`config.mk`:
```
export PLATFORM = sky130hd
export DESIGN_NAME = packed_genotype_concordance
export DESIGN_NICKNAME = d
export VERILOG_FILES = /design/src/rtl/pgc_pkg.sv /design/src/rtl/pgc_slot_compare.sv /design/src/rtl/pgc_accum.sv /design/src/rtl/packed_genotype_concordance.sv
export SDC_FILE = /design/constraint.sdc
export NUM_CORES = 1
export LEC_CHECK = 0
export BUFFER_PORTS_ARGS = -buffer_cell sky130_fd_sc_hd__clkbuf_2
export CORE_UTILIZATION = 55
export CTS_CLUSTER_DIAMETER = 120
export DETAILED_ROUTE_END_ITERATION = 6
export PLACE_DENSITY = 0.84
export SLEW_MARGIN = 20
export SYNTH_ARGS = -nofsm -noshare
export SYNTH_HDL_FRONTEND = slang
export SYNTH_SLANG_ARGS = --single-unit
```
`constraint.sdc`:
```
create_clock -name clk -period 5.4 [get_ports clk]
set_input_delay 0.54 -clock clk [delete_from_list [all_inputs] [get_ports clk]]
set_output_delay 0.54 -clock clk [all_outputs]
set_load 0.05 [all_outputs]
```
`src/rtl/pgc_pkg.sv`:
```
package pgc_pkg;

  localparam int FIELD_WIDTH = 32;

  // genotype packing codes
  localparam logic [1:0] MODE_8BIT = 2'd0;
  localparam logic [1:0] MODE_4BIT = 2'd1;
  localparam logic [1:0] MODE_2BIT = 2'd2;

  typedef struct packed {
    logic [7:0] byte_a;
    logic [7:0] byte_b;
    logic [2:0] valid_slots;
    logic       last_byte;
  } in_t;

  typedef struct packed {
    logic [FIELD_WIDTH-1:0] concordant_count;
    logic [FIELD_WIDTH-1:0] comparison_count;
  } out_t;

  // per-byte increments, 0 to 4 each
  typedef struct packed {
    logic [2:0] conc;
    logic [2:0] comp;
  } slot_inc_t;

endpackage

```
`src/rtl/pgc_slot_compare.sv`:
```
module pgc_slot_compare (
  input  logic [1:0]        width_mode,
  input  pgc_pkg::in_t      item,
  output pgc_pkg::slot_inc_t inc
);

  logic [3:0] slot_en;
  logic [3:0] slot_comp;
  logic [3:0] slot_conc;
  logic [2:0] vs;

  assign vs = item.valid_slots;

  always_comb begin
    slot_en   = '0;
    slot_comp = '0;
    slot_conc = '0;
    case (width_mode)
      pgc_pkg::MODE_4BIT: begin
        for (int s = 0; s < 2; s++) begin
          slot_en[s]   = (vs > 3'(s));
          slot_comp[s] = (|item.byte_a[7-4*s -: 4]) && (|item.byte_b[7-4*s -: 4]);
          slot_conc[s] = slot_comp[s] && (item.byte_a[7-4*s -: 4] == item.byte_b[7-4*s -: 4]);
        end
      end
      pgc_pkg::MODE_2BIT: begin
        for (int s = 0; s < 4; s++) begin
          slot_en[s]   = (vs > 3'(s));
          slot_comp[s] = (|item.byte_a[7-2*s -: 2]) && (|item.byte_b[7-2*s -: 2]);
          slot_conc[s] = slot_comp[s] && (item.byte_a[7-2*s -: 2] == item.byte_b[7-2*s -: 2]);
        end
      end
      default: begin
        // eight-bit packing, also the unused code
        slot_en[0]   = (vs != 3'd0);
        slot_comp[0] = (|item.byte_a) && (|item.byte_b);
        slot_conc[0] = slot_comp[0] && (item.byte_a == item.byte_b);
      end
    endcase
  end

  assign inc.comp = 3'($countones(slot_en & slot_comp));
  assign inc.conc = 3'($countones(slot_en & slot_conc));

endmodule

```
`src/rtl/pgc_accum.sv`:
```
module pgc_accum #(
  parameter int COUNT_WIDTH = 32
) (
  input  logic               clk,
  input  logic               rst,
  input  logic               stage_valid,
  input  logic               stage_last,
  input  pgc_pkg::slot_inc_t inc,
  output logic               take,
  output logic               out_valid,
  output pgc_pkg::out_t      out_data,
  input  logic               out_stall
);

  localparam int SUM_W = COUNT_WIDTH + 1;

  logic [COUNT_WIDTH-1:0] conc_total;
  logic [COUNT_WIDTH-1:0] comp_total;
  logic [SUM_W-1:0]       conc_sum;
  logic [SUM_W-1:0]       comp_sum;
  logic [COUNT_WIDTH-1:0] conc_next;
  logic [COUNT_WIDTH-1:0] comp_next;
  logic [pgc_pkg::FIELD_WIDTH-1:0] conc_field;
  logic [pgc_pkg::FIELD_WIDTH-1:0] comp_field;
  logic out_free;

  // saturate: max is all ones, so a carry out means clip
  assign conc_sum  = {1'b0, conc_total} + SUM_W'(inc.conc);
  assign comp_sum  = {1'b0, comp_total} + SUM_W'(inc.comp);
  assign conc_next = conc_sum[COUNT_WIDTH] ? '1 : conc_sum[COUNT_WIDTH-1:0];
  assign comp_next = comp_sum[COUNT_WIDTH] ? '1 : comp_sum[COUNT_WIDTH-1:0];

  generate
    if (COUNT_WIDTH > pgc_pkg::FIELD_WIDTH) begin : g_clip
      assign conc_field = (|conc_next[COUNT_WIDTH-1:pgc_pkg::FIELD_WIDTH]) ?
                          '1 : conc_next[pgc_pkg::FIELD_WIDTH-1:0];
      assign comp_field = (|comp_next[COUNT_WIDTH-1:pgc_pkg::FIELD_WIDTH]) ?
                          '1 : comp_next[pgc_pkg::FIELD_WIDTH-1:0];
    end else begin : g_ext
      assign conc_field = pgc_pkg::FIELD_WIDTH'(conc_next);
      assign comp_field = pgc_pkg::FIELD_WIDTH'(comp_next);
    end
  endgenerate

  assign out_free = !out_valid || !out_stall;
  // only a last byte needs the result register
  assign take     = stage_valid && (!stage_last || out_free);

  always_ff @(posedge clk) begin
    if (rst) begin
      conc_total <= '0;
      comp_total <= '0;
      out_valid  <= 1'b0;
    end else begin
      if (take && stage_last) begin
        out_valid <= 1'b1;
      end else if (!out_stall) begin
        out_valid <= 1'b0;
      end
      if (take) begin
        if (stage_last) begin
          conc_total <= '0;
          comp_total <= '0;
        end else begin
          conc_total <= conc_next;
          comp_total <= comp_next;
        end
      end
    end
  end

  always_ff @(posedge clk) begin
    if (take && stage_last) begin
      out_data.concordant_count <= conc_field;
      out_data.comparison_count <= comp_field;
    end
  end

endmodule

```
`src/rtl/packed_genotype_concordance.sv`:
```
// Genotype concordance counter over two packed genotype streams. Each request
// carries one byte of each array; width_mode selects 8, 4 or 2 bits per
// genotype (1, 2 or 4 slots, high bits first) and valid_slots trims the tail
// byte. Slots where both codes are nonzero add to the comparison count, equal
// ones also to the concordant count; both saturate. The byte marked last_byte
// is counted, then both totals go out as one result and restart from zero.
// One request is taken every cycle; only a last byte waits on a full result
// register, others keep flowing. Path: input register, slot compare, then the
// accumulators and result register, loaded as the last byte leaves the input
// register. Write width_mode only while no stream is in progress.
module packed_genotype_concordance #(
  parameter int COUNT_WIDTH = 32
) (
  input  logic          clk,
  input  logic          rst,
  input  logic          in_valid,
  output logic          in_stall,
  input  pgc_pkg::in_t  in_data,
  output logic          out_valid,
  input  logic          out_stall,
  output pgc_pkg::out_t out_data,
  input  logic          cfg_valid,
  output logic          cfg_ready,
  input  logic [1:0]    cfg_data
);

  logic               stage_valid;
  pgc_pkg::in_t       stage;
  logic [1:0]         width_mode;
  logic               take;
  logic               accept;
  pgc_pkg::slot_inc_t inc;

  assign cfg_ready = 1'b1;
  assign in_stall  = stage_valid && !take;
  assign accept    = in_valid && !in_stall;

  always_ff @(posedge clk) begin
    if (rst) begin
      width_mode  <= pgc_pkg::MODE_8BIT;
      stage_valid <= 1'b0;
    end else begin
      if (cfg_valid && cfg_ready) begin
        width_mode <= cfg_data;
      end
      if (accept) begin
        stage_valid <= 1'b1;
      end else if (take) begin
        stage_valid <= 1'b0;
      end
    end
  end

  always_ff @(posedge clk) begin
    if (accept) begin
      stage <= in_data;
    end
  end

  pgc_slot_compare u_compare (
    .width_mode (width_mode),
    .item       (stage),
    .inc        (inc)
  );

  pgc_accum #(
    .COUNT_WIDTH (COUNT_WIDTH)
  ) u_accum (
    .clk         (clk),
    .rst         (rst),
    .stage_valid (stage_valid),
    .stage_last  (stage.last_byte),
    .inc         (inc),
    .take        (take),
    .out_valid   (out_valid),
    .out_data    (out_data),
    .out_stall   (out_stall)
  );

  a_last_gives_result: assert property (@(posedge clk) disable iff (rst)
    take && stage.last_byte |=> out_valid)
    else $error("last byte taken without result");

  a_conc_le_comp: assert property (@(posedge clk) disable iff (rst)
    out_valid |-> out_data.concordant_count <= out_data.comparison_count)
    else $error("concordant count above comparison count");

  a_no_false_stall: assert property (@(posedge clk) disable iff (rst)
    !out_valid |-> !in_stall)
    else $error("input stalled with empty result register");

endmodule

```
* Word-level counts from Yosys, hierarchy flattened
Cells that the tools add are included.
** Storage, ports and cells
- Flip-flop bits (word level) :: 152
- Latch bits :: 0
- Bits in writable memories :: 0
- Memory bits (read-only) :: 0
- Input bits :: 27
- Output and inout port bits :: 67
- Logic and storage cells :: 94
- Memories kept :: 0
** Operators by class
- Add/sub/neg operators :: 8
- $mul :: 0
- Divide/modulo/power cells :: 0
- $lt $le $gt $ge :: 4
- Eq/ne operators :: 10
- Shifts and indexed selects :: 0
- Muxes and demuxes :: 17
- Bitwise logic cells :: 2
- Reductions and logical operators :: 42
** Operators by type and width (count)
- $mux 32 :: 4
- $add 32x3->33 :: 2
- $logic_and 1x1->1 :: 18
- $reduce_or 2->1 :: 9
- $reduce_or 4->1 :: 4
- $reduce_or 8->1 :: 2
- $add 1x1->2 :: 4
- $and 4x4->4 :: 2
- $eq 2x2->1 :: 4
- $eq 4x4->1 :: 2
- $eq 8x8->1 :: 1
- $pmux 1 s2 :: 4
- $add 3x3->3 :: 2
- $gt 3x1->1 const B :: 2
- $gt 3x2->1 const B :: 2
- $mux 1 :: 6
- $mux 2 :: 3
- $logic_not 1->1 :: 5
- $reduce_bool 3->1 :: 1
- $eq 2x1->1 const B :: 1
- $eq 2x2->1 const B :: 1
- $logic_or 1x1->1 :: 2
- $ne 2x1->1 const B :: 1
- $reduce_bool 2->1 :: 1

* Depth between registers and ports, before layout
- Depth after elaboration :: 10
- Mapped depth :: 19
- Gate-level depth less buffers :: 18

* By module
From an unflattened synthesis, not the netlist that was laid out.
** Unflattened totals
- Cells, all modules :: 755
- Area, all modules :: 7568.5 um2
** Modules (own cells, without submodules)
- pgc_accum :: times used 1, cells an instance 671, area an instance 6436.2 um2, sequential area each 3223.1 um2
- packed_genotype_concordance :: times used 1, cells an instance 32, area an instance 729.4 um2, sequential area each 660.6 um2
- pgc_slot_compare :: times used 1, cells an instance 52, area an instance 402.9 um2, sequential area each 0.0 um2

* Worst setup path before layout
No wires, ideal clock.
- Path type :: reg-to-reg
- From :: register stage[15] (netlist bit)
- To :: register u_accum.out_data[62] (netlist name)
- Library setup time :: 0.260 ns
- Data arrival time :: 4.673 ns
- Data required time :: 5.140 ns
- Path slack :: 0.467 ns
- Stages on the path, launching flop included :: 17
- Buffers on the path :: 1
- Period minus slack after synthesis :: 4.933 ns
- Cells stage by stage :: edfxtp_1 xnor2_1 nand2_1 nor2_1 or4b_2 a2111oi_0 ha_1 ha_1 inv_1 fa_1 fa_1 or2b_1 a211o_1 or3_1 clkbuf_1 nor2_1 mux2_2
** Between the ends
- Word-level cells in the longest chain between the ends :: 9
- Elaborated cells between the ends (all ways) :: 21
- Classes of those cells :: 4 x add/sub; 3 x eq/ne; 4 x mux; 1 x bitwise; 9 x reduce/logical
** Ends and longest elaborated chain
- start, declared :: line packed_genotype_concordance.sv:28 : pgc_pkg::in_t stage;
- start signal, assigned :: line packed_genotype_concordance.sv:56 : stage <= in_data;
- $reduce_or 8->1 (tied with other cells) :: line pgc_slot_compare.sv:36 : slot_comp[0] = (|item.byte_a) && (|item.byte_b);
- $logic_and 1x1->1 (on tied branches) :: line pgc_slot_compare.sv:36, pgc_slot_compare.sv:22, pgc_slot_compare.sv:29
- $logic_and 1x1->1 (on tied branches) :: line pgc_slot_compare.sv:37, pgc_slot_compare.sv:23, pgc_slot_compare.sv:30
- $pmux 1 s2 or $mux 2 (tied branches) :: line pgc_slot_compare.sv:18 : case (width_mode)
- $and 4x4->4 * :: line pgc_slot_compare.sv:43 : assign inc.conc = 3'($countones(slot_en & slot_conc));
- $add 1x1->2 (not written as such) :: line pgc_slot_compare.sv:43
- $add 3x3->3 (not written as such) * :: line pgc_slot_compare.sv:43
- $add 32x3->33 * :: line pgc_accum.sv:28 : assign conc_sum = {1'b0, conc_total} + SUM_W'(inc.conc);
- $mux 32 * :: line pgc_accum.sv:30 : assign conc_next = conc_sum[COUNT_WIDTH] ? '1 : conc_sum[COUNT_WIDTH-1:0];
- net u_accum.conc_field (one bit) :: line pgc_accum.sv:23 : logic [pgc_pkg::FIELD_WIDTH-1:0] conc_field;
Mark *: on every way through the listed nets, which the timed path passes. The rest lies on a longest branch.
A chain may end at the register's enable or synchronous reset.

* Final worst setup path
- From :: register stage[15] (netlist bit)
- To :: register u_accum.out_data[62] (netlist name)
** Between the ends
- Word-level cells in the longest chain between the ends :: 9
- Elaborated cells between the ends (all ways) :: 21
- Classes of those cells :: 4 x add/sub; 3 x eq/ne; 4 x mux; 1 x bitwise; 9 x reduce/logical
** Ends and longest elaborated chain (line)
- $reduce_or 8->1 (tied with other cells) :: pgc_slot_compare.sv:36
- $logic_and 1x1->1 (on tied branches) :: pgc_slot_compare.sv:36, pgc_slot_compare.sv:22, pgc_slot_compare.sv:29
- $logic_and 1x1->1 (on tied branches) :: pgc_slot_compare.sv:37, pgc_slot_compare.sv:23, pgc_slot_compare.sv:30
- $pmux 1 s2 or $mux 2 (tied branches) :: pgc_slot_compare.sv:18
- $and 4x4->4 * :: pgc_slot_compare.sv:43
- $add 1x1->2 (not written as such) :: pgc_slot_compare.sv:43
- $add 3x3->3 (not written as such) * :: pgc_slot_compare.sv:43
- $add 32x3->33 * :: pgc_accum.sv:28
- $mux 32 * :: pgc_accum.sv:30
- net u_accum.conc_field (one bit) :: pgc_accum.sv:23
Marks and branches as above.

==> impl_metrics.env <==
export IMPL_clk_pin_slew_ns=0.06
export IMPL_htree_levels=4
export IMPL_worst_pin_slew_ns=0.994
export IMPL_vias=6859
export IMPL_cap_violations=0
export IMPL_fin_util_pct=65.6
export IMPL_fmax_ghz=0.194
export IMPL_syn_to_final_growth_pct=16.3
export IMPL_cts_buffers=17
export IMPL_fp_dieH_um=122
export IMPL_irDropWorstVdd_v=0.000215
export IMPL_die_area_um2=14800
export IMPL_ys_flop_type="edfxtp_1"
export IMPL_rows=43
export IMPL_drive_gt1_share_pct=16.7
export IMPL_grt_remaining_overflow=0
export IMPL_tns_ns=0
export IMPL_syn_inst=825
export IMPL_rsz0062_at_grt="no"
export IMPL_start_util_pct=56.4
export IMPL_hold_viol=0
export IMPL_cts_repair_resize_count=0
export IMPL_status="finished clean"
export IMPL_avgViaCountPerCell=6.22
export IMPL_nNetsFinal=954
export IMPL_core_um2=13900
export IMPL_skew_ns=0.00826
export IMPL_arrival_ns=5.34
export IMPL_period_minus_slack_ns=5.16
export IMPL_yosys_top_cells_area="edfxtp_1 32%, dfxtp_1 17%, nand2_1 4.9%"
export IMPL_yosysTopAreaCell="edfxtp_1"
export IMPL_synth_common_cells="103 x nand2_1, 84 x edfxtp_1, 68 x dfxtp_1, 61 x nor2_1, 50 x o21ai_0"
export IMPL_total_power_mw=2.73
export IMPL_clock_latency_ns=0.44
export IMPL_synth_edff_count=84
export IMPL_routedWlPerCell_um=18.2
export IMPL_cts_buffer_depth=2
export IMPL_holdBufCountCts=0
export IMPL_synth_most_common_cell="nand2_1"
export IMPL_wirelength_um=20100
export IMPL_dpl_cell_area_um2=8470
export IMPL_yosysUniqueCellTypes=69
export IMPL_startpoint_type="flip-flop"
export IMPL_design_area_um2=9140
export IMPL_die_w_um=122
export IMPL_grt_pass1_vias=6412
export IMPL_drv_slew=0
export IMPL_synth_top_area_share_pct=32.1
export IMPL_seq_area_frac_synth_pct=49.4
export IMPL_whs_ns=0.275
export IMPL_synth_area_per_cell_um2=9.52
export IMPL_cts_root_buffer="clkbuf_16"
export IMPL_critPathMaxFanout=9
export IMPL_drt_pass1_iter_count=5
export IMPL_setup_viol=0
export IMPL_globalplace_congestion=0.921
export IMPL_period_share_pct=95.6
export IMPL_async_reset_ff_share_pct=0
export IMPL_worstReg2RegStart="stage[15]$_DFFE_PP_"
export IMPL_grt_max_degree=40
export IMPL_drc=0
export IMPL_grt_pass1_wl_um=32000
export IMPL_dp_hpwl_um=13500
export IMPL_antenna_found_initial=0
export IMPL_synthesis_nets=870
export IMPL_p_per_area_nw_per_um2=299
export IMPL_postCtsSetupRepairBufs=0
export IMPL_ys_warn_count=0
export IMPL_worstHoldStart="in_data[4]"
export IMPL_path_class="reg2reg"
export IMPL_cp_startpoint="stage[15]$_DFFE_PP_"
export IMPL_p_leak_nw=3.41
export IMPL_netlist_area_um2=7860
export IMPL_hp_class="in2reg"
export IMPL_clock_sinks=152
export IMPL_io_buffer_count=92
export IMPL_slew_headroom_pct=33.5
export IMPL_crit_path_end_kind="flip-flop"
export IMPL_first_iter_violations=863
export IMPL_tritoncts="done"
export IMPL_grt_usage_pct=28.3
export IMPL_diodes=0
export IMPL_pin_count=94
export IMPL_synth_seq_cells=152
export IMPL_antenna_left=0
export IMPL_cp_required_ns=5.58
-- sequential cells by signal, summed over array words and instances (netlist names) --
name / flops
stage: 20
stage_valid: 1
u_accum.comp_total: 32
u_accum.conc_total: 32
u_accum.out_data: 64
u_accum.out_valid: 1
width_mode: 2
-- final cells by class --
type                            instances  area [um2]
Fill cell                            1068        4800
Sequential cell                       152        3880
Multi-Input combinational cell        599        3690
Timing Repair Buffer                  110         596
Clock buffer                           18         429
Tap cell                              180         225
Clock inverter                         14         204
Inverter                               29         109
-- critical path, cell delays in order, from the launching register on --
cell	delay, ns
edfxtp_1	0.40
xnor2_1	0.23
nand2_1	0.09
nor2_1	0.17
or4b_2	0.62
a2111oi_2	0.33
ha_1	0.29
ha_1	0.18
inv_1	0.07
fa_1	0.45
fa_1	0.45
or2b_1	0.31
a211o_4	0.40
or3_4	0.45
nor2_1	0.12
mux2_2	0.35
-- per-stage QoR --
stage / cells / worst slack [ns]
2_1_floorplan: 825 / 0.467
4_1_cts: 1101 / 0.0287
3_3_place_gp: 1069 / 0.282
5_1_grt: 1102 / 0.0183
3_5_place_dp: 1069 / 0.0374
6_report: 1102 / 0.238
-- cell usage in the layout (no fill, tap or decap), drive strengths merged, types with 5 or more instances in the layout --
cell,instances
xor2,16
o21ai,52
nand2b,6
o21a,5
bufinv,5
or3,18
a211oi,9
a311oi,8
and4,16
nor2b,5
clkbuf,110
clkinv,6
ha,14
nand3,27
buf,18
nor2,61
nor4,23
a31oi,15
o31ai,5
or4,8
a22o,8
dfxtp,68
and3,17
edfxtp,84
o2bb2ai,5
a21o,6
xnor2,28
nand4,19
a21oi,40
inv,30
and2,5
nor3,29
nand2,103
-- final timing paths --
kind / endpoint / slack [ns] / cells after the start
hold / removal: stage[4]$_DFFE_PP_ / 0.27 / 1
setup / recovery: u_accum.out_data[62]$_DFFE_PP_ / 0.24 / 15
hold reg to reg: u_accum.conc_total[0]$_SDFFE_PP0P_ / 0.49 / 1
setup reg to reg: u_accum.out_data[62]$_DFFE_PP_ / 0.24 / 15
-- layer usage --
| metal | part of all wire (%) | vias to the layer above | wire length (um) | track usage, % |
|---|---|---|---|---|
| met1 | 41 | 3228 | 8150 | 35.5 |
| met2 | 48 | 328 | 9590 | 46.3 |
| met4 | 3.4 | 0 | 677 | 12.4 |
| met5 | 0 | - | 0 | 0 |
| met3 | 8.4 | 68 | 1700 | 7.05 |
| li1 | - | 3235 | - | - |
-- kinds of logic (layout without fill, tap and decap cells) --
kind of cell / count (synthesis) / count (layout) / share of synthesized area (%)
other: 1 / 1 / 0.0477
multiplexers: 6 / 6 / 0.796
flip-flops: 152 / 152 / 49.4
XOR/XNOR: 44 / 44 / 4.90
adder cells (fa/ha/maj): 18 / 18 / 3.25
AND/OR/NAND/NOR: 347 / 348 / 22.5
AO/OA/AOI/OAI: 182 / 182 / 15.1
buffers and inverters: 75 / 171 / 4.03
-- power by group --
part	leakage (nW)	switching [mW]	internal [mW]
clock network	0.303	0.474	0.814
logic	1.83	0.137	0.0426
registers	1.28	0.0146	1.25
total	3.41	0.626	2.10
(Power assumes the default switching activity.)
